[src/design/assert_macros.svh]
// Assertion macros used by the decoder top level.
`ifndef ASSERT_MACROS_SVH
`define ASSERT_MACROS_SVH

// Plain invariant, checked outside reset.
`define PBD_ASSERT(lbl, clk, rstn, prop) \
  lbl: assert property (@(posedge clk) disable iff (!(rstn)) (prop)) \
    else $error("invariant violated");

// Same-cycle implication, checked outside reset.
`define PBD_ASSERT_IMP(lbl, clk, rstn, ante, cons) \
  lbl: assert property (@(posedge clk) disable iff (!(rstn)) (ante) |-> (cons)) \
    else $error("implication violated");

`endif

[src/design/pbd_pkg.sv]
// Types, codes and color tables for the bitmap pixel decoder.
package pbd_pkg;

  typedef enum logic [2:0] {
    KIND_SIZE      = 3'd0,
    KIND_PIXEL     = 3'd1,
    KIND_DONE      = 3'd2,
    KIND_SHORT_HDR = 3'd3,
    KIND_BAD_COMP  = 3'd4,
    KIND_BAD_DEPTH = 3'd5,
    KIND_TRUNC     = 3'd6
  } kind_e;

  typedef enum logic [1:0] {
    PH_HEADER  = 2'd0,
    PH_EXT     = 2'd1,
    PH_DATA    = 2'd2,
    PH_DISCARD = 2'd3
  } phase_e;

  typedef enum logic [3:0] {
    S_IDLE,
    S_PROC,
    S_FIN,
    S_FIN2,
    S_PIX,
    S_DIVGO,
    S_DIVWT,
    S_PIX16,
    S_ROWEND,
    S_EOS,
    S_FLUSH
  } seq_e;

  typedef struct packed {
    kind_e       kind;
    logic [7:0]  red;
    logic [7:0]  green;
    logic [7:0]  blue;
    logic [15:0] x;
    logic [15:0] y;
    logic [15:0] w;
    logic [15:0] h;
  } res_t;

  localparam logic [7:0] COMP_NONE = 8'hFF;
  localparam logic [4:0] CH_BITS_MAX = 5'd16;
  localparam logic [4:0] HDR_LAST = 5'd15;
  localparam logic [4:0] EXT_LAST = 5'd23;
  localparam logic [4:0] EXT_FIRST = 5'd16;

  // Fixed 256-entry system palette, {r, g, b}.
  function automatic logic [23:0] palette_rgb(input logic [7:0] i);
    logic       half;
    logic [7:0] j;
    logic [2:0] a;
    logic [7:0] r18;
    logic [1:0] b1;
    logic [7:0] g6;
    logic [2:0] bi;
    logic [7:0] gv;
    logic [23:0] res;
    half = (i >= 8'd108);
    j = half ? 8'(i - 8'd108) : i;
    a = 3'(j >= 8'd18) + 3'(j >= 8'd36) + 3'(j >= 8'd54) + 3'(j >= 8'd72)
      + 3'(j >= 8'd90);
    r18 = 8'(j - 8'd18 * {5'd0, a});
    b1 = 2'(r18 >= 8'd6) + 2'(r18 >= 8'd12);
    g6 = 8'(r18 - 8'd6 * {6'd0, b1});
    bi = {1'b0, b1} + (half ? 3'd3 : 3'd0);
    gv = 8'd0;
    res = 24'd0;
    if (i < 8'd215) begin
      res = {8'(8'd255 - 8'd51 * {5'd0, a}),
             8'(8'd255 - 8'd51 * g6),
             8'(8'd255 - 8'd51 * {5'd0, bi})};
    end else if (i < 8'd226) begin
      unique case (i)
        8'd215:  gv = 8'd17;
        8'd216:  gv = 8'd34;
        8'd217:  gv = 8'd68;
        8'd218:  gv = 8'd85;
        8'd219:  gv = 8'd119;
        8'd220:  gv = 8'd136;
        8'd221:  gv = 8'd170;
        8'd222:  gv = 8'd187;
        8'd223:  gv = 8'd221;
        8'd224:  gv = 8'd238;
        default: gv = 8'd192;
      endcase
      res = {gv, gv, gv};
    end else begin
      unique case (i)
        8'd226:  res = {8'd128, 8'd0, 8'd0};
        8'd227:  res = {8'd128, 8'd0, 8'd128};
        8'd228:  res = {8'd0, 8'd128, 8'd0};
        8'd229:  res = {8'd0, 8'd128, 8'd128};
        default: res = 24'd0;
      endcase
    end
    return res;
  endfunction

endpackage

[src/design/pbd_div.sv]
// Restoring divider for channel scaling: quot = num*255/den, one quotient bit a cycle.
module pbd_div (
  input  logic        clk_i,
  input  logic        rst_ni,
  input  logic        start_i,
  input  logic [15:0] num_i,
  input  logic [15:0] den_i,
  output logic        done_o,
  output logic [7:0]  quot_o
);

  logic        busy_q, busy_d;
  logic        done_q, done_d;
  logic [2:0]  cnt_q, cnt_d;
  logic [23:0] rem_q, rem_d;
  logic [23:0] dsh_q, dsh_d;
  logic [7:0]  quot_q, quot_d;
  logic        ge;

  assign ge = (rem_q >= dsh_q);

  always_comb begin
    busy_d = busy_q;
    done_d = done_q;
    cnt_d  = cnt_q;
    rem_d  = rem_q;
    dsh_d  = dsh_q;
    quot_d = quot_q;
    if (start_i) begin
      rem_d  = 24'({num_i, 8'd0} - {8'd0, num_i});
      dsh_d  = {1'b0, den_i, 7'd0};
      cnt_d  = 3'd0;
      busy_d = 1'b1;
      done_d = 1'b0;
    end else if (busy_q) begin
      rem_d  = ge ? 24'(rem_q - dsh_q) : rem_q;
      quot_d = {quot_q[6:0], ge};
      dsh_d  = dsh_q >> 1;
      cnt_d  = 3'(cnt_q + 3'd1);
      if (cnt_q == 3'd7) begin
        busy_d = 1'b0;
        done_d = 1'b1;
      end
    end
  end

  always_ff @(posedge clk_i or negedge rst_ni) begin
    if (!rst_ni) begin
      busy_q <= 1'b0;
      done_q <= 1'b0;
      cnt_q  <= 3'd0;
    end else begin
      busy_q <= busy_d;
      done_q <= done_d;
      cnt_q  <= cnt_d;
    end
  end

  always_ff @(posedge clk_i) begin
    rem_q  <= rem_d;
    dsh_q  <= dsh_d;
    quot_q <= quot_d;
  end

  assign done_o = done_q;
  assign quot_o = quot_q;

endmodule

[src/design/palm_bitmap_pixel_decoder_unit.sv]
// Top level of the uncompressed bitmap pixel decoder.
// One byte is taken per transfer while the decoder is idle; each byte then
// runs through a short sequencer and yields zero to nine results, one per
// cycle while the output does not stall, through a one-deep staging register
// that lets the final result of the byte carry last_of_run. At 16 bpp the odd
// byte of each pixel runs the shared 8-step divider once per channel.
// Output stalls add cycles.
`include "assert_macros.svh"

module palm_bitmap_pixel_decoder_unit (
  input  logic        clk_i,
  input  logic        rst_ni,
  input  logic        in_valid_i,
  output logic        in_stall_o,
  input  logic [7:0]  byte_value_i,
  input  logic        end_of_stream_i,
  output logic        out_valid_o,
  input  logic        out_stall_i,
  output logic [2:0]  kind_o,
  output logic [7:0]  red_o,
  output logic [7:0]  green_o,
  output logic [7:0]  blue_o,
  output logic [15:0] pixel_x_o,
  output logic [15:0] pixel_y_o,
  output logic [15:0] image_width_o,
  output logic [15:0] image_height_o,
  output logic        last_of_run_o
);

  pbd_pkg::seq_e   seq_q, seq_d;
  pbd_pkg::phase_e phase_q, phase_d;
  logic [4:0]  idx_q, idx_d;
  logic [15:0] width_q, width_d, height_q, height_d, rowb_q, rowb_d, flags_q, flags_d;
  logic [7:0]  depth_q, depth_d, comp_q, comp_d;
  logic [4:0]  chb_q [3];
  logic [4:0]  chb_d [3];
  logic [15:0] row_q, row_d, bir_q, bir_d, col_q, col_d;
  logic [7:0]  held_q, held_d, byte_q, byte_d, sh_q, sh_d;
  logic        eos_q, eos_d;
  logic [3:0]  bitcnt_q, bitcnt_d;
  logic [1:0]  ch_q, ch_d;
  logic [7:0]  chan_q [3];
  logic [7:0]  chan_d [3];
  logic        stg_v_q, stg_v_d, out_v_q, out_v_d, last_q, last_d;
  pbd_pkg::res_t stg_q, stg_d, out_q, out_d;

  logic        accept, adv, gen, flush;
  pbd_pkg::res_t gen_res;
  logic        empty, row_end, last_row, pix_more;
  logic [7:0]  comp_eff;
  logic        depth_ok, fin_err, bad_comp;
  logic [20:0] wd;
  logic [17:0] need;
  logic [15:0] cword, n_sel, mask, div_num;
  logic [4:0]  bits_sel;
  logic        div_start, div_done;
  logic [7:0]  div_quot, grey;
  logic [23:0] pal;

  assign accept = in_valid_i && !in_stall_o;
  assign in_stall_o = (seq_q != pbd_pkg::S_IDLE);
  assign adv = !stg_v_q || !out_v_q || !out_stall_i;

  assign empty    = (rowb_q == 16'd0) || (height_q == 16'd0);
  assign row_end  = ({1'b0, bir_q} + 17'd1) >= {1'b0, rowb_q};
  assign last_row = ({1'b0, row_q} + 17'd1) >= {1'b0, height_q};
  assign pix_more = (bitcnt_q != 4'd8) && (col_q < width_q);

  assign comp_eff = flags_q[15] ? comp_q : pbd_pkg::COMP_NONE;
  assign bad_comp = (comp_eff != pbd_pkg::COMP_NONE);
  assign depth_ok = (depth_q == 8'd1) || (depth_q == 8'd2) || (depth_q == 8'd4)
                 || (depth_q == 8'd8) || (depth_q == 8'd16);

  always_comb begin
    unique case (depth_q)
      8'd1:    wd = {5'd0, width_q};
      8'd2:    wd = {4'd0, width_q, 1'b0};
      8'd4:    wd = {3'd0, width_q, 2'b0};
      8'd8:    wd = {2'd0, width_q, 3'b0};
      default: wd = {1'b0, width_q, 4'b0};
    endcase
  end
  assign need = 18'(({1'b0, wd} + 22'd7) >> 3);
  assign fin_err = bad_comp || !depth_ok || (need > {2'd0, rowb_q});

  // Channel operands for the shared divider.
  assign cword = {held_q, byte_q};
  always_comb begin
    unique case (ch_q)
      2'd0: begin
        n_sel    = cword >> (5'd16 - chb_q[0]);
        bits_sel = chb_q[0];
      end
      2'd1: begin
        n_sel    = cword >> chb_q[2];
        bits_sel = chb_q[1];
      end
      default: begin
        n_sel    = cword;
        bits_sel = chb_q[2];
      end
    endcase
  end
  assign mask = 16'((17'd1 << bits_sel) - 17'd1);
  assign div_num = n_sel & mask;
  assign div_start = adv && (seq_q == pbd_pkg::S_DIVGO);

  pbd_div u_div (
    .clk_i   (clk_i),
    .rst_ni  (rst_ni),
    .start_i (div_start),
    .num_i   (div_num),
    .den_i   (mask),
    .done_o  (div_done),
    .quot_o  (div_quot)
  );

  assign pal = pbd_pkg::palette_rgb(sh_q);
  always_comb begin
    unique case (depth_q)
      8'd1:    grey = {8{~sh_q[7]}};
      8'd2:    grey = {4{~sh_q[7:6]}};
      8'd4:    grey = {2{~sh_q[7:4]}};
      default: grey = 8'd0;
    endcase
  end

  // Next state of the sequencer.
  always_comb begin
    seq_d = seq_q;
    if (seq_q == pbd_pkg::S_IDLE) begin
      if (accept) seq_d = pbd_pkg::S_PROC;
    end else if (adv) begin
      unique case (seq_q)
        pbd_pkg::S_PROC: begin
          priority if (phase_q == pbd_pkg::PH_HEADER)
            seq_d = (idx_q == pbd_pkg::HDR_LAST) ? pbd_pkg::S_FIN : pbd_pkg::S_EOS;
          else if (phase_q == pbd_pkg::PH_DATA) begin
            if (depth_q == 8'd16) begin
              if (!bir_q[0]) seq_d = pbd_pkg::S_ROWEND;
              else if (col_q < width_q) seq_d = pbd_pkg::S_DIVGO;
              else seq_d = pbd_pkg::S_ROWEND;
            end else begin
              seq_d = pbd_pkg::S_PIX;
            end
          end else seq_d = pbd_pkg::S_EOS;
        end
        pbd_pkg::S_FIN:
          seq_d = (!fin_err && depth_q != 8'd16 && empty) ? pbd_pkg::S_FIN2 : pbd_pkg::S_EOS;
        pbd_pkg::S_FIN2:  seq_d = pbd_pkg::S_EOS;
        pbd_pkg::S_PIX:   if (!pix_more) seq_d = pbd_pkg::S_ROWEND;
        pbd_pkg::S_DIVGO: seq_d = pbd_pkg::S_DIVWT;
        pbd_pkg::S_DIVWT:
          if (div_done) seq_d = (ch_q == 2'd2) ? pbd_pkg::S_PIX16 : pbd_pkg::S_DIVGO;
        pbd_pkg::S_PIX16:  seq_d = pbd_pkg::S_ROWEND;
        pbd_pkg::S_ROWEND: seq_d = pbd_pkg::S_EOS;
        pbd_pkg::S_EOS:    seq_d = pbd_pkg::S_FLUSH;
        pbd_pkg::S_FLUSH:  seq_d = pbd_pkg::S_IDLE;
        default:           seq_d = pbd_pkg::S_IDLE;
      endcase
    end
  end

  // Datapath and result generation.
  always_comb begin
    phase_d = phase_q;  idx_d = idx_q;
    width_d = width_q;  height_d = height_q;  rowb_d = rowb_q;  flags_d = flags_q;
    depth_d = depth_q;  comp_d = comp_q;
    chb_d = chb_q;  chan_d = chan_q;
    row_d = row_q;  bir_d = bir_q;  col_d = col_q;
    held_d = held_q;  byte_d = byte_q;  eos_d = eos_q;  sh_d = sh_q;
    bitcnt_d = bitcnt_q;  ch_d = ch_q;
    gen = 1'b0;  flush = 1'b0;
    gen_res = '0;
    if (seq_q == pbd_pkg::S_IDLE) begin
      if (accept) begin
        byte_d = byte_value_i;
        eos_d  = end_of_stream_i;
      end
    end else if (adv) begin
      unique case (seq_q)
        pbd_pkg::S_PROC: begin
          unique case (phase_q)
            pbd_pkg::PH_HEADER: begin
              unique case (idx_q)
                5'd0:    width_d  = {byte_q, 8'd0};
                5'd1:    width_d  = {width_q[15:8], byte_q};
                5'd2:    height_d = {byte_q, 8'd0};
                5'd3:    height_d = {height_q[15:8], byte_q};
                5'd4:    rowb_d   = {byte_q, 8'd0};
                5'd5:    rowb_d   = {rowb_q[15:8], byte_q};
                5'd6:    flags_d  = {byte_q, 8'd0};
                5'd7:    flags_d  = {flags_q[15:8], byte_q};
                5'd8:    depth_d  = byte_q;
                5'd13:   comp_d   = byte_q;
                default: ;
              endcase
              idx_d = 5'(idx_q + 5'd1);
            end
            pbd_pkg::PH_EXT: begin
              if (idx_q >= pbd_pkg::EXT_FIRST && idx_q <= 5'd18)
                chb_d[2'(idx_q - pbd_pkg::EXT_FIRST)] =
                  (byte_q > 8'd16) ? pbd_pkg::CH_BITS_MAX : byte_q[4:0];
              idx_d = 5'(idx_q + 5'd1);
              if (idx_q >= pbd_pkg::EXT_LAST) begin
                phase_d = pbd_pkg::PH_DATA;
                if (empty) begin
                  gen = 1'b1;
                  gen_res.kind = pbd_pkg::KIND_DONE;
                  phase_d = pbd_pkg::PH_DISCARD;
                end
              end
            end
            pbd_pkg::PH_DATA: begin
              if (depth_q == 8'd16) begin
                if (!bir_q[0]) held_d = byte_q;
                else if (col_q >= width_q) col_d = 16'(col_q + 16'd1);
                ch_d = 2'd0;
              end else begin
                sh_d = byte_q;
                bitcnt_d = 4'd0;
              end
            end
            default: ;
          endcase
        end
        pbd_pkg::S_FIN: begin
          gen = 1'b1;
          comp_d = comp_eff;
          phase_d = pbd_pkg::PH_DISCARD;
          priority if (bad_comp) gen_res.kind = pbd_pkg::KIND_BAD_COMP;
          else if (fin_err) gen_res.kind = pbd_pkg::KIND_BAD_DEPTH;
          else begin
            gen_res.kind = pbd_pkg::KIND_SIZE;
            gen_res.w = width_q;
            gen_res.h = height_q;
            phase_d = (depth_q == 8'd16) ? pbd_pkg::PH_EXT : pbd_pkg::PH_DATA;
          end
        end
        pbd_pkg::S_FIN2: begin
          gen = 1'b1;
          gen_res.kind = pbd_pkg::KIND_DONE;
          phase_d = pbd_pkg::PH_DISCARD;
        end
        pbd_pkg::S_PIX: begin
          if (pix_more) begin
            gen = 1'b1;
            gen_res.kind = pbd_pkg::KIND_PIXEL;
            gen_res.x = col_q;
            gen_res.y = row_q;
            if (depth_q == 8'd8) begin
              gen_res.red = pal[23:16];  gen_res.green = pal[15:8];  gen_res.blue = pal[7:0];
            end else begin
              gen_res.red = grey;  gen_res.green = grey;  gen_res.blue = grey;
            end
            col_d = 16'(col_q + 16'd1);
            bitcnt_d = 4'(bitcnt_q + depth_q[3:0]);
            sh_d = 8'(sh_q << depth_q[3:0]);
          end
        end
        pbd_pkg::S_DIVWT: begin
          if (div_done) begin
            chan_d[ch_q] = (bits_sel == 5'd0) ? 8'd0 : div_quot;
            ch_d = 2'(ch_q + 2'd1);
          end
        end
        pbd_pkg::S_PIX16: begin
          gen = 1'b1;
          gen_res.kind = pbd_pkg::KIND_PIXEL;
          gen_res.x = col_q;
          gen_res.y = row_q;
          gen_res.red = chan_q[0];  gen_res.green = chan_q[1];  gen_res.blue = chan_q[2];
          col_d = 16'(col_q + 16'd1);
        end
        pbd_pkg::S_ROWEND: begin
          if (row_end) begin
            bir_d = 16'd0;
            col_d = 16'd0;
            row_d = 16'(row_q + 16'd1);
            if (last_row) begin
              gen = 1'b1;
              gen_res.kind = pbd_pkg::KIND_DONE;
              phase_d = pbd_pkg::PH_DISCARD;
            end
          end else begin
            bir_d = 16'(bir_q + 16'd1);
          end
        end
        pbd_pkg::S_EOS: begin
          if (eos_q) begin
            if (phase_q == pbd_pkg::PH_HEADER) begin
              gen = 1'b1;
              gen_res.kind = pbd_pkg::KIND_SHORT_HDR;
            end else if (phase_q != pbd_pkg::PH_DISCARD) begin
              gen = 1'b1;
              gen_res.kind = pbd_pkg::KIND_TRUNC;
            end
            phase_d = pbd_pkg::PH_HEADER;  idx_d = 5'd0;
            width_d = 16'd0;  height_d = 16'd0;  rowb_d = 16'd0;  flags_d = 16'd0;
            depth_d = 8'd0;  comp_d = 8'd0;
            chb_d[0] = 5'd0;  chb_d[1] = 5'd0;  chb_d[2] = 5'd0;
            row_d = 16'd0;  bir_d = 16'd0;  col_d = 16'd0;  held_d = 8'd0;
          end
        end
        pbd_pkg::S_FLUSH: flush = 1'b1;
        default: ;
      endcase
    end
  end

  // Staging and output registers.
  always_comb begin
    stg_v_d = stg_v_q;
    stg_d   = stg_q;
    out_d   = out_q;
    last_d  = last_q;
    out_v_d = out_v_q && out_stall_i;
    if (gen) begin
      if (stg_v_q) begin
        out_d = stg_q;  last_d = 1'b0;  out_v_d = 1'b1;
      end
      stg_d = gen_res;
      stg_v_d = 1'b1;
    end else if (flush && stg_v_q) begin
      out_d = stg_q;  last_d = 1'b1;  out_v_d = 1'b1;
      stg_v_d = 1'b0;
    end
  end

  always_ff @(posedge clk_i or negedge rst_ni) begin
    if (!rst_ni) begin
      seq_q <= pbd_pkg::S_IDLE;  phase_q <= pbd_pkg::PH_HEADER;  idx_q <= 5'd0;
      width_q <= 16'd0;  height_q <= 16'd0;  rowb_q <= 16'd0;  flags_q <= 16'd0;
      depth_q <= 8'd0;  comp_q <= 8'd0;
      chb_q[0] <= 5'd0;  chb_q[1] <= 5'd0;  chb_q[2] <= 5'd0;
      row_q <= 16'd0;  bir_q <= 16'd0;  col_q <= 16'd0;  held_q <= 8'd0;
      eos_q <= 1'b0;  bitcnt_q <= 4'd0;  ch_q <= 2'd0;
      stg_v_q <= 1'b0;  out_v_q <= 1'b0;
    end else begin
      seq_q <= seq_d;  phase_q <= phase_d;  idx_q <= idx_d;
      width_q <= width_d;  height_q <= height_d;  rowb_q <= rowb_d;  flags_q <= flags_d;
      depth_q <= depth_d;  comp_q <= comp_d;  chb_q <= chb_d;
      row_q <= row_d;  bir_q <= bir_d;  col_q <= col_d;  held_q <= held_d;
      eos_q <= eos_d;  bitcnt_q <= bitcnt_d;  ch_q <= ch_d;
      stg_v_q <= stg_v_d;  out_v_q <= out_v_d;
    end
  end

  always_ff @(posedge clk_i) begin
    byte_q <= byte_d;
    sh_q   <= sh_d;
    chan_q <= chan_d;
    stg_q  <= stg_d;
    out_q  <= out_d;
    last_q <= last_d;
  end

  assign out_valid_o    = out_v_q;
  assign kind_o         = out_q.kind;
  assign red_o          = out_q.red;
  assign green_o        = out_q.green;
  assign blue_o         = out_q.blue;
  assign pixel_x_o      = out_q.x;
  assign pixel_y_o      = out_q.y;
  assign image_width_o  = out_q.w;
  assign image_height_o = out_q.h;
  assign last_of_run_o  = last_q;

  `PBD_ASSERT(a_idle_stage_empty, clk_i, rst_ni, !(seq_q == pbd_pkg::S_IDLE && stg_v_q))
  `PBD_ASSERT_IMP(a_ext_only_16bpp, clk_i, rst_ni, phase_q == pbd_pkg::PH_EXT, depth_q == 8'd16)
  `PBD_ASSERT(a_bitcnt_range, clk_i, rst_ni, bitcnt_q <= 4'd8)

endmodule
[config.mk]
export PLATFORM = sky130hd
export DESIGN_NAME = palm_bitmap_pixel_decoder_unit
export DESIGN_NICKNAME = d
export VERILOG_FILES = /design/src/design/pbd_pkg.sv /design/src/design/pbd_div.sv /design/src/design/palm_bitmap_pixel_decoder_unit.sv
export VERILOG_INCLUDE_DIRS = /design/src /design/src/design
export SDC_FILE = /design/constraint.sdc
export NUM_CORES = 1
export LEC_CHECK = 0
export ABC_AREA = 1
export BUFFER_PORTS_ARGS = -buffer_cell sky130_fd_sc_hd__buf_2
export CORE_ASPECT_RATIO = 1.5
export CORE_UTILIZATION = 55
export DETAILED_ROUTE_END_ITERATION = 16
export PLACE_DENSITY_LB_ADDON = 0.05
export SETUP_SLACK_MARGIN = 0.05
export SLEW_MARGIN = 20
export SYNTH_ARGS = -nofsm -noshare
export SYNTH_HDL_FRONTEND = slang
export SYNTH_SLANG_ARGS = --single-unit
[constraint.sdc]
create_clock -name clk_i -period 10.43 [get_ports clk_i]
set_input_delay 1.5645 -clock clk_i [delete_from_list [all_inputs] [get_ports clk_i]]
set_output_delay 1.5645 -clock clk_i [all_outputs]
set_load 0.02 [all_outputs]
# [Word-level counts from Yosys, hierarchy flattened]
# Cells that the tools add are included.
[word_totals] elab_cells=429 in_bits=13 out_inout_bits=94 regBits=446
[op_classes] reduce_logical=75 order_cmp=24 n_shift=4 n_bitwise=10 n_mux=150 add_sub_neg=27 n_eq_ne=81 multipliers=5
[ops] op="$pmux 16 s2" count=11
[ops] op="$mux 91" count=3
[ops] op="$mux 16" count=13
[ops] op="$mux 24" count=6
[ops] op="$mux 8" count=15
[ops] op="$eq 8x8->1 const B" count=14
[ops] op="$pmux 56 s2" count=1
[ops] op="$pmux 24 s4" count=1
[ops] op="$pmux 16 s5" count=1
[ops] op="$pmux 20 s4" count=1
[ops] op="$pmux 8 s10" count=1
[ops] op="$mux 4" count=15
[ops] op="$mux 57" count=1
[ops] op="$add 16x1->16 const B" count=3
[ops] op="$pmux 8 s2" count=3
[ops] op="$pmux 8 s3" count=2
[ops] op="$reduce_and 6->1" count=8
[ops] op="$mux 23" count=2
[ops] op="$mux 15" count=3
[ops] op="$ne 2x2->1 const B" count=21
[ops] op="$mux 2" count=18
[ops] op="$reduce_and 7->1" count=5
[ops] op="$add 16x1->17 const B" count=2
[ops] op="$ge 17x16->1" count=2
[ops] op="other kinds (102)" count=224

# [Depth between registers and ports, before layout]
# Gate-level depths: netlist (run 1).
[depth] depth_word=19 depth_mapped=63 depth_no_buf=62

# [By module]
# Synthesis (run 1) repeated with hierarchy kept, for this count alone.
[unflattened] cells_unflattened=3268 hier_area_um2=27033.4
[modules_own_cells] module="palm_bitmap_pixel_decoder_unit" n_inst=1 seq_area_each_um2=10600.2 area_per_inst_um2=21818.4 cells_each=2472
[modules_own_cells] module="pbd_div" n_inst=1 seq_area_each_um2=1706.6 area_per_inst_um2=5215.0 cells_each=796

# [Worst setup path before layout (run 1)]
# Ideal clock, no wire load.
[synth_timing] path_type="register to register" from="register sh_q[2]" to="register stg_q[79] in the netlist's numbering (data pin)" t_arrival_ps=8827 setup_ps=270 required_ps=10160 path_buffers=0 period_less_slack_ps=9097 slack_ps=1333 stages_incl_launch_ff=58 path_cell_list="edfxtp_1 > ha_1 > nand2_1 > nand3_1 > nand2_1 > inv_1 > o211ai_1 > xor2_1 > inv_1 > nor2_1 > inv_1 > a211oi_1 > fa_1 > fa_1 > inv_1 > ha_1 > fa_1 > inv_1 > (+22 left out) > nand2_1 > inv_1 > nand4_1 > nand3_1 > nand2_1 > inv_1 > o21bai_1 > nand2_1 > nand3_1 > nand2_1 > inv_1 > nand2_1 > nand2_1 > nand2_1 > nand2_1 > nand2_1 > nand2_1 > a21oi_1"
[synth_via] elab_chain_len=19 elab_cells_between_ends=44 classes_between="9 x add/sub; 3 x mul; 10 x order compare; 14 x eq/ne; 8 x mux"
[synth_rtl] item="start: declaration" line_no="palm_bitmap_pixel_decoder_unit.sv:38" text="logic [7:0] held_q, held_d, byte_q, byte_d, sh_q, sh_d;"
[synth_rtl] item="start signal: assignment" line_no="palm_bitmap_pixel_decoder_unit.sv:351" text="sh_q <= sh_d;"
[synth_rtl] item="$sub 8x7->8 / $ge 8x7->1 (equally long branches)" line_no="pbd_pkg.sv:64, pbd_pkg.sv:63"
[synth_rtl] item="$mux 8" line_no="pbd_pkg.sv:64" text="j = half ? 8'(i - 8'd108) : i;"
[synth_rtl] item="$ge 8x5->1 / $ge 8x6->1 (equally long branches)" line_no="pbd_pkg.sv:65" text="a = 3'(j >= 8'd18) + 3'(j >= 8'd36) + 3'(j >= 8'd54) + 3'(j >= 8'd72)"
[synth_rtl] item="$add 1x1->2" line_no="pbd_pkg.sv:65"
[synth_rtl] item="$add 2x1->3" line_no="pbd_pkg.sv:65"
[synth_rtl] item="$add 3x1->3" line_no="pbd_pkg.sv:65"
[synth_rtl] item="$add 3x1->3" line_no="pbd_pkg.sv:66" text="+ 3'(j >= 8'd90);"
[synth_rtl] item="$mul 4x3->7" line_no="pbd_pkg.sv:67" text="r18 = 8'(j - 8'd18 * {5'd0, a});"
[synth_rtl] item="(+3 left out)"
[synth_rtl] item="$mul 2x2->4" line_no="pbd_pkg.sv:69" text="g6 = 8'(r18 - 8'd6 * {6'd0, b1});"
[synth_rtl] item="$sub 8x5->8" line_no="pbd_pkg.sv:69"
[synth_rtl] item="$mul 6x8->8" line_no="pbd_pkg.sv:75" text="8'(8'd255 - 8'd51 * g6),"
[synth_rtl] item="$sub 8x8->8" line_no="pbd_pkg.sv:75"
[synth_rtl] item="$mux 24 (*)" line_no="pbd_pkg.sv:73" text="if (i < 8'd215) begin"
[synth_rtl] item="$mux 24 (*)" line_no="palm_bitmap_pixel_decoder_unit.sv:251" text="if (depth_q == 8'd8) begin"
[synth_rtl] item="$mux 57 (*)" line_no="palm_bitmap_pixel_decoder_unit.sv:246" text="if (pix_more) begin"
[synth_rtl] item="$pmux 56 s2 (*)" line_no="palm_bitmap_pixel_decoder_unit.sv:181" text="unique case (seq_q)"
[synth_rtl] item="end signal: assignment" line_no="palm_bitmap_pixel_decoder_unit.sv:353" text="stg_q <= stg_d;"
[synth_rtl] item="end: declaration" line_no="palm_bitmap_pixel_decoder_unit.sv:45" text="pbd_pkg::res_t stg_q, stg_d, out_q, out_d;"
# Mark *: on every way between the ends. The rest lies on a longest branch, timed or not.
# A chain may end at the register's enable or synchronous reset.

# [Worst setup path after layout (run 1)]
[layout_timing] from="register sh_q[1]" to="register stg_q[79] in the netlist's numbering (data pin)"
# Same word-level chain as after synthesis.

==> results of run 1 <==
flip-flops by register name (all words and copies together) (netlist names), 15 cells and up:
register and flops:
chan_q 24, width_q 16, image_height_o 16, bir_q 16, u_div.rem_q 24, stg_q 91
row_q 16, pixel_y_o 16, image_width_o 16, pixel_x_o 16, height_q 16, rowb_q 16
u_div.dsh_q 23, col_q 16, chb_q 15
routing by layer:
| layer | part of all wire, % | vias to the layer above | routed length (um) |
|---|---|---|---|
| met5 | 0.050 | - | 36 |
| met4 | 4.4 | 6 | 3170 |
| met3 | 5.0 | 194 | 3640 |
| met2 | 49 | 760 | 35600 |
| met1 | 41 | 10700 | 29800 |
| li1 | - | 10700 | - |
stage by stage:
stage | std cells | hold WS, ps
floorplan | 3078 | 400
CTS | 3802 | 419
detailed placement | 3724 | 405
finish | 3809 | 417
global route | 3809 | 422
global placement | 3724 | 400
Yosys cell counts (9+ instances only):
cell type	count
sky130_fd_sc_hd__nor2_1	255
sky130_fd_sc_hd__o221ai_1	12
sky130_fd_sc_hd__nor3_1	88
sky130_fd_sc_hd__inv_1	455
sky130_fd_sc_hd__inv_2	11
sky130_fd_sc_hd__o21ai_0	222
sky130_fd_sc_hd__nor4_1	15
sky130_fd_sc_hd__nand4_1	44
sky130_fd_sc_hd__a211oi_1	9
sky130_fd_sc_hd__ha_1	161
sky130_fd_sc_hd__buf_2	11
sky130_fd_sc_hd__o21ai_1	9
sky130_fd_sc_hd__nand3_1	193
sky130_fd_sc_hd__o21a_1	10
sky130_fd_sc_hd__a21oi_1	156
sky130_fd_sc_hd__xor2_1	40
sky130_fd_sc_hd__dfrtp_1	161
sky130_fd_sc_hd__edfxtp_1	271
sky130_fd_sc_hd__clkbuf_1	44
sky130_fd_sc_hd__o22ai_1	93
sky130_fd_sc_hd__fa_1	14
sky130_fd_sc_hd__nand2_2	12
sky130_fd_sc_hd__a22oi_1	11
sky130_fd_sc_hd__a31oi_1	12
sky130_fd_sc_hd__o211ai_1	28
sky130_fd_sc_hd__xnor2_1	13
sky130_fd_sc_hd__buf_1	9
sky130_fd_sc_hd__nand2_1	598
cell families (layout without fill, tap and decap cells):
group / count (synthesis) / after routing / share of synthesized area, %
buf+inv: 543 / 680 / 7.97
xor+xnor: 53 / 53 / 1.77
fa+ha+maj: 175 / 175 / 8.74
compound gates: 611 / 611 / 13.7
simple gates: 1257 / 1257 / 21.0
flops: 439 / 439 / 46.9
worst max path at each step:
| stage | from | end | slack, ps | cells after the start |
|---|---|---|---|---|
| after floorplan | sh_q[2]$_DFFE_PP_ | stg_q[79]$_SDFFCE_PP0P_ | 1330 | 57 |
| after global placement | sh_q[0]$_DFFE_PP_ | stg_q[79]$_SDFFCE_PP0P_ | 410 | 57 |
| final | sh_q[1]$_DFFE_PP_ | stg_q[79]$_SDFFCE_PP0P_ | 870 | 57 |
| after global routing | sh_q[2]$_DFFE_PP_ | stg_q[79]$_SDFFCE_PP0P_ | 40 | 57 |
| after CTS | sh_q[0]$_DFFE_PP_ | stg_q[79]$_SDFFCE_PP0P_ | 200 | 57 |
| after detailed placement | sh_q[0]$_DFFE_PP_ | stg_q[79]$_SDFFCE_PP0P_ | 210 | 57 |
critical path, delay by kind of cell (launching register included):
kind	cells	cell delay, ps
AO/OA/AOI/OAI	6	700
flip-flops	1	450
AND/OR/NAND/NOR	26	2660
adder cells (fa/ha/maj)	11	4200
buffers and inverters	12	930
XOR/XNOR	2	320
repair_timing:
action / 4_1_cts / 5_1_grt
resized for setup: 0 / 12
endpoints found under the setup margin: 0 / 1
setup buffers: 0 / 7
cell type report:
type | instances | area (um^2)
fill | 4121 | 18000
clock inverter | 18 | 314
sequential | 439 | 12300
clock buffer | 60 | 1200
tap | 594 | 743
timing repair buffer | 129 | 709
inverter | 473 | 1780
multi-input combinational | 2096 | 11900
==> results_dict.tcl, run 1 <==
set metrics [dict create \
    cts_buffers 42 \
    total_overflow_reported_by_the_global_router 0 \
    worst_r2r_path_depth 57 \
    cts_buffer_depth 3 \
    maxClockFrequency_ghz 0.105 \
    i_o_pin_total 107 \
    result_of_the_run "finished, final reports clean" \
    wirelength_mm 72.2 \
    synth.cell_area_um2 26300 \
    first_iter_violations 1848 \
    core_area_um2 47000 \
    clockRootBuffer "sky130_fd_sc_hd__clkbuf_16" \
    hold_buffers 0 \
    synthToLayoutAreaGrowth_pct 10.4 \
    wire_length_of_the_first_global_routing_pass_mm 116 \
    placed_cell_area_um2 27400 \
    synth_enable_flop_cells 271 \
    min_path_type "reg -> reg" \
    hold_path.startpoint "stg_q[54]$_SDFFCE_PP0P_" \
    port_buffer_count 106 \
    r2r-end "stg_q[79]$_SDFFCE_PP0P_" \
    grt_usage_pct 29.9 \
    finalSetupViolCount 0 \
    grt_setup_unrepaired "no" \
    met3_layer_usage_reported_by_global_route_pct 2.98 \
    max-cap-violations 0 \
    layout_commonest_cell "sky130_fd_sc_hd__nand2_1" \
    layout.nets 3369 \
    synth_seq_area_share_pct 46.9 \
    wl_per_cell_um 19.0 \
    dr.pass1.iters 8 \
    hold_path_depth 0 \
    pre_cts_ws_ps 214 \
    post-route-period-util_pct 91.7 \
    crit_required_ps 10720 \
    timing.reg2reg.setup_slack_ps 870 \
    slew_violations 0 \
    critical_path.reg2reg.startpoint "sh_q[1]$_DFFE_PP_" \
    final_antenna_net_count 0 \
    layout.core_utilization_pct 61.7 \
    layout-drive-gt1-share_pct 8.86 \
    critPathArrivalTime_ps 9850 \
    antennaDiodeCount 0 \
    setup.worst_path.end_class "register" \
    design.die.area_um2 48600 \
    synth-warning-count 0 \
    via_per_inst 5.87 \
    grt_use_met1_pct 37.6 \
    timing.final.hold_violations 0 \
    routed-via-count 22300 \
    top_reg_cell_synth "sky130_fd_sc_hd__edfxtp_1" \
    yosysTopAreaCellShare_pct 31.0 \
    die_w_um 180 \
    setup_tns_ps 0 \
    post-synth-top-area-cell "sky130_fd_sc_hd__edfxtp_1" \
    grt_busiest_layer "met2" \
    grt_max_degree 88 \
    yosys.cell_types.count 70 \
    worst-slew-pin-transition_ps 1010 \
    critical_path_type "reg -> reg" \
    path_max_fanout 8 \
    finalInstanceArea_um2 29000 \
    cpMostUsedCell "sky130_fd_sc_hd__nand2_1" \
    floorplan.rows 97 \
    hpwl_mm 54.3 \
    post-route-drc-count 0 \
    synthesis.area_per_instance_um2 8.53 \
    die_height_um 270 \
    initial_cell_density_of_the_core_pct 55.9 \
    final_critical_path_setup_slack_ps 868 \
    synth-seq-cells 439 \
    worst_setup_path_start_kind "register" \
    min_period_ps 9560 \
    path_clk_slew_ps 70 \
    use_met2_pct 52.0 \
    most-common-layout-cells "sky130_fd_sc_hd__nand2_1, sky130_fd_sc_hd__inv_1, sky130_fd_sc_hd__edfxtp_1" \
    via_count_of_the_first_global_routing_pass 21800 \
    netlist_top_cells_area "sky130_fd_sc_hd__edfxtp_1, sky130_fd_sc_hd__dfrtp_1, sky130_fd_sc_hd__nand2_1, sky130_fd_sc_hd__ha_1, sky130_fd_sc_hd__inv_1" \
    biggest_cell_delay_along_the_critical_path_ps 550 \
    clkLatencyLatePin_ps 590 \
    relSlewSlack_pct 32.4 \
    syn_inst 3078 \
    clock_skew_ps 34.9 \
    cts_tree "built" \
    initial_antenna_violation_count 3 \
    finalWeightedCongestion 0.984 \
    cts-htree-levels 2 \
    synth_net_count 3266 \
    ys_async_sr_fraction_pct 36.7 \
    worst_path_max_delay_cell "sky130_fd_sc_hd__fa_1" \
    cts_sinks 439 \
    worstHoldEndpoint "pixel_x_o[6]$_DFFE_PP_" \
]
Power of run 1 is left out: the tool's default activity adds up to more than one toggle a clock period on the data nets, which glitch-free logic cannot reach.
==> run 2: changes to the inputs <==
--- a/config.mk
+++ b/config.mk
@@ -11,7 +11,7 @@
 export CORE_ASPECT_RATIO = 1.5
 export CORE_UTILIZATION = 55
 export DETAILED_ROUTE_END_ITERATION = 16
-export PLACE_DENSITY_LB_ADDON = 0.05
+export PLACE_DENSITY = 0.76
 export SETUP_SLACK_MARGIN = 0.05
 export SLEW_MARGIN = 20
 export SYNTH_ARGS = -nofsm -noshare
==> results_dict.tcl, run 2 (synthesized netlist as in run 1, its figures left out) <==
set metrics [dict create \
    cts-htree-levels 2 \
    pre_cts_ws_ps 200 \
    timing.final.hold_violations 0 \
    initial_antenna_violation_count 0 \
    design.die.area_um2 48600 \
    layout_commonest_cell "sky130_fd_sc_hd__nand2_1" \
    most-common-layout-cells "sky130_fd_sc_hd__nand2_1, sky130_fd_sc_hd__inv_1, sky130_fd_sc_hd__edfxtp_1" \
    worst_setup_path_start_kind "register" \
    relSlewSlack_pct 25.0 \
    crit_required_ps 10730 \
    cts_buffers 44 \
    hpwl_mm 54.6 \
    antennaDiodeCount 0 \
    dp_cells 3724 \
    result_of_the_run "finished, final reports clean" \
    wl_per_cell_um 19.0 \
    die_height_um 270 \
    setup.worst_path.end_class "register" \
    worst_path_max_delay_cell "sky130_fd_sc_hd__fa_1" \
    layout-drive-gt1-share_pct 8.93 \
    critical_path_type "reg -> reg" \
    slew_violations 0 \
    clock_skew_ps 52.4 \
    min_period_ps 9790 \
    wirelength_mm 72.5 \
    hold_path_depth 0 \
    worst-slew-pin-transition_ps 1120 \
    path_max_fanout 8 \
    via_per_inst 5.85 \
    total_overflow_reported_by_the_global_router 0 \
    final_non_filler_cell_total 3809 \
    worst_r2r_path_depth 56 \
    synthToLayoutAreaGrowth_pct 10.5 \
    regMostFlops "stg_q" \
    largest_register_ffs 91 \
    cts_tree "built" \
    path_clk_slew_ps 70 \
    layout.nets 3367 \
    clockRootBuffer "sky130_fd_sc_hd__clkbuf_16" \
    min_path_type "reg -> reg" \
    cts_sinks 439 \
    largestRegisters "stg_q x91, chan_q x24, u_div.rem_q x24" \
    wire_length_of_the_first_global_routing_pass_mm 116 \
    grt_max_degree 89 \
    die_w_um 180 \
    final_antenna_net_count 0 \
    maxClockFrequency_ghz 0.102 \
    floorplan.rows 97 \
    layout.core_utilization_pct 61.8 \
    routed-via-count 22300 \
    initial_cell_density_of_the_core_pct 55.9 \
    via_count_of_the_first_global_routing_pass 22100 \
    grt_usage_pct 29.9 \
    cts_buffer_depth 3 \
    biggest_cell_delay_along_the_critical_path_ps 560 \
    dr.pass1.iters 6 \
    i_o_pin_total 107 \
    port_buffer_count 106 \
    finalSetupViolCount 0 \
    finalHoldWorstSlack_ps 411 \
    post-route-period-util_pct 93.8 \
    final_critical_path_setup_slack_ps 645 \
    post-route-drc-count 0 \
    critPathArrivalTime_ps 10090 \
    max-cap-violations 0 \
    finalWeightedCongestion 0.967 \
    core_area_um2 47000 \
    cpMostUsedCell "sky130_fd_sc_hd__nand2_1" \
    clkLatencyLatePin_ps 600 \
    first_iter_violations 1928 \
]
==> run 2: path summary, 6_finish.rpt <==
path                                          from                 endpoint  slack, ps
max in group asynchronous                   rst_ni     row_q[7]$_DFFE_PN0P_       7880
setup / recovery                 sh_q[3]$_DFFE_PP_  stg_q[79]$_SDFFCE_PP0P_        640
min in group asynchronous                   rst_ni     bir_q[9]$_DFFE_PN0P_       1030
hold / removal             stg_q[65]$_SDFFCE_PP0P_      blue_o[1]$_DFFE_PP_        410
hold reg to reg            stg_q[65]$_SDFFCE_PP0P_      blue_o[1]$_DFFE_PP_        410
setup reg to reg                 sh_q[3]$_DFFE_PP_  stg_q[79]$_SDFFCE_PP0P_        640
==> run 2: stage by stage <==
stage               area [um^2]  TNS (ps)
floorplan                 26300         0
global placement          27400         0
finish                    29000         0
CTS                       28900         0
global route              29000      -103
detailed placement        27400         0
==> run 2: worst max-delay path, delay by kind of cell (launching register included) <==
kind / cells / cell delay (ps)
xor gates and xnor gates: 2 / 370
AOI/OAI and AO/OA: 5 / 580
DFF: 1 / 470
buffers and inverters: 11 / 900
adders and majority gates: 12 / 4440
and+or+nand+nor: 26 / 2730
==> run 2: timing repair <==
item                       4_1_cts  5_1_grt
hold endpoints to repair         0        0
resized for setup                0       11
hold buffers                     0        0
setup endpoints to repair        0        1
setup buffers                    0        3
==> run 2: layer usage <==
| metal | vias up | part of all wire [%] | global-route usage (%) |
|---|---|---|---|
| li1 | 10700 | - | - |
| met4 | 0 | 5.4 | 15.2 |
| met1 | 10600 | 40 | 36.8 |
| met3 | 216 | 5.4 | 2.92 |
| met2 | 826 | 49 | 52.2 |
| met5 | - | 0 | 0 |
==> run 2: layout make-up <==
type,count,area (um^2)
repair buffers,125,679
well taps,594,743
flip-flops and latches,439,12300
clock buffers,55,1200
clock inverters,27,374
multi-input cells,2096,11900
inverters,473,1780
fillers,4020,18000
Power of run 2 is left out for the same reason.
==> run 3: changes to the inputs <==
--- a/config.mk
+++ b/config.mk
@@ -10,8 +10,9 @@
 export BUFFER_PORTS_ARGS = -buffer_cell sky130_fd_sc_hd__buf_2
 export CORE_ASPECT_RATIO = 1.5
 export CORE_UTILIZATION = 55
+export CTS_CLUSTER_DIAMETER = 30
 export DETAILED_ROUTE_END_ITERATION = 16
-export PLACE_DENSITY = 0.76
+export PLACE_DENSITY = 0.82
 export SETUP_SLACK_MARGIN = 0.05
 export SLEW_MARGIN = 20
 export SYNTH_ARGS = -nofsm -noshare
==> results_dict.tcl, run 3 (synthesized netlist as in run 1, its figures left out) <==
set metrics [dict create \
    layout.nets 3397 \
    maxClockFrequency_ghz 0.104 \
    post-route-period-util_pct 92.6 \
    dr.pass1.iters 6 \
    timing.final.hold_violations 0 \
    via_per_inst 5.90 \
    final_non_filler_cell_total 3861 \
    n_fill_cell 3828 \
    port_buffer_count 106 \
    path_max_fanout 8 \
    critPathArrivalTime_ps 10000 \
    path_clk_slew_ps 60 \
    post-route-drc-count 0 \
    final_antenna_net_count 0 \
    design.die.area_um2 48600 \
    hold_buffers 0 \
    initial_cell_density_of_the_core_pct 55.9 \
    min_path_type "reg -> reg" \
    grt_max_degree 92 \
    crit_required_ps 10770 \
    core_area_um2 47000 \
    max-cap-violations 0 \
    clockRootBuffer "sky130_fd_sc_hd__clkbuf_16" \
    routed-via-count 22800 \
    cts-htree-levels 3 \
    worst_setup_path_start_kind "register" \
    hold_path.startpoint "stg_q[62]$_SDFFCE_PP0P_" \
    setup.worst_path.end_class "register" \
    grt_usage_pct 30.1 \
    slew_violations 0 \
    cts_buffer_depth 3 \
    via_count_of_the_first_global_routing_pass 22400 \
    cts_buffers 73 \
    regMostFlops "stg_q" \
    finalWeightedCongestion 0.997 \
    antennaDiodeCount 0 \
    critical_path_type "reg -> reg" \
    critical_path.reg2reg.startpoint "sh_q[2]$_DFFE_PP_" \
    wirelength_mm 73.0 \
    clkLatencyLatePin_ps 620 \
    largest_register_ffs 91 \
    hpwl_mm 53.0 \
    dp_cells 3724 \
    clock_skew_ps 38.3 \
    initial_antenna_violation_count 0 \
    worst_path_max_delay_cell "sky130_fd_sc_hd__fa_1" \
    wl_per_cell_um 18.9 \
    layout_commonest_cell "sky130_fd_sc_hd__nand2_1" \
    die_height_um 270 \
    largestRegisters "stg_q x91, chan_q x24, u_div.rem_q x24" \
    result_of_the_run "finished, final reports clean" \
    die_w_um 180 \
    cts_tree "built" \
    cpMostUsedCell "sky130_fd_sc_hd__nand2_1" \
    layout-drive-gt1-share_pct 9.98 \
    relSlewSlack_pct 27.2 \
    total_overflow_reported_by_the_global_router 0 \
    floorplan.rows 97 \
    synthToLayoutAreaGrowth_pct 14.1 \
    wire_length_of_the_first_global_routing_pass_mm 115 \
    cp-startpoint "sh_q[2]$_DFFE_PP_" \
    worst-slew-pin-transition_ps 1090 \
    first_iter_violations 2284 \
    most-common-layout-cells "sky130_fd_sc_hd__nand2_1, sky130_fd_sc_hd__inv_1, sky130_fd_sc_hd__edfxtp_1" \
    min_period_ps 9660 \
    cts_sinks 439 \
    biggest_cell_delay_along_the_critical_path_ps 550 \
    layout.core_utilization_pct 63.8 \
    finalSetupViolCount 0 \
    i_o_pin_total 107 \
]
## run 3: cell types whose count changed in the layout (fill, tap and decap cells not counted), moves of 2 or more
cell                        delta
sky130_fd_sc_hd__inv_16        +2
sky130_fd_sc_hd__clkinv_2      -6
sky130_fd_sc_hd__clkbuf_1      +6
sky130_fd_sc_hd__clkbuf_8      -2
sky130_fd_sc_hd__inv_8         +4
sky130_fd_sc_hd__clkbuf_16    +28
sky130_fd_sc_hd__inv_6         +7
sky130_fd_sc_hd__clkinv_8      +4
sky130_fd_sc_hd__clkinv_1      +7
## run 3: cell type report
class	instances	area [um^2]	area share (%)
flip-flops and latches	439	12300	41.1
multi-input cells	2096	11900	39.8
clock buffers	87	1900	6.34
inverters	473	1780	5.94
well taps	594	743	2.48
repair buffers	126	687	2.29
clock inverters	46	624	2.08
## run 3: timing repair
action | 4_1_cts | 5_1_grt
endpoints found under the setup margin | 0 | 1
resized for setup | 0 | 11
setup buffers | 0 | 4
## run 3: critical path, delay by kind of cell (launching register included)
family | cells | cell delay, ps
fa+ha+maj | 12 | 4480
simple gates | 25 | 2440
buf+inv | 12 | 970
compound gates | 6 | 710
flops | 1 | 450
xor+xnor | 2 | 330
## run 3: routing by layer
layer  vias to the layer above  global-route usage (%)  part of all wire, %
li1                      10800                       -                    -
met1                     10700                    34.1                   37
met2                      1050                    52.2                   49
met3                       295                    4.20                  6.1
met4                         0                    21.2                  7.3
met5                         -                       0                    0
## run 3: worst paths after layout
path | end | slack (ps) | cells past startpoint
min in group asynchronous | bir_q[12]$_DFFE_PN0P_ | 1040 | 1
setup reg to reg | stg_q[79]$_SDFFCE_PP0P_ | 770 | 57
hold / removal | pixel_x_o[14]$_DFFE_PP_ | 410 | 0
max in group asynchronous | bitcnt_q[0]$_DFFE_PN0P_ | 7910 | 2
setup / recovery | stg_q[79]$_SDFFCE_PP0P_ | 770 | 57
hold reg to reg | pixel_x_o[14]$_DFFE_PP_ | 410 | 0
## run 3: stage by stage
step	instance area (um^2)	setup WS (ps)	setup TNS (ps)	hold slack (ps)
2_1_floorplan	26300	1330	0	400
3_3_place_gp	27400	446	0	402
3_5_place_dp	27400	405	0	405
4_1_cts	29900	385	0	402
5_1_grt	30000	-31.8	-31.8	409
6_report	30000	769	0	409
Power of run 3 is left out for the same reason.
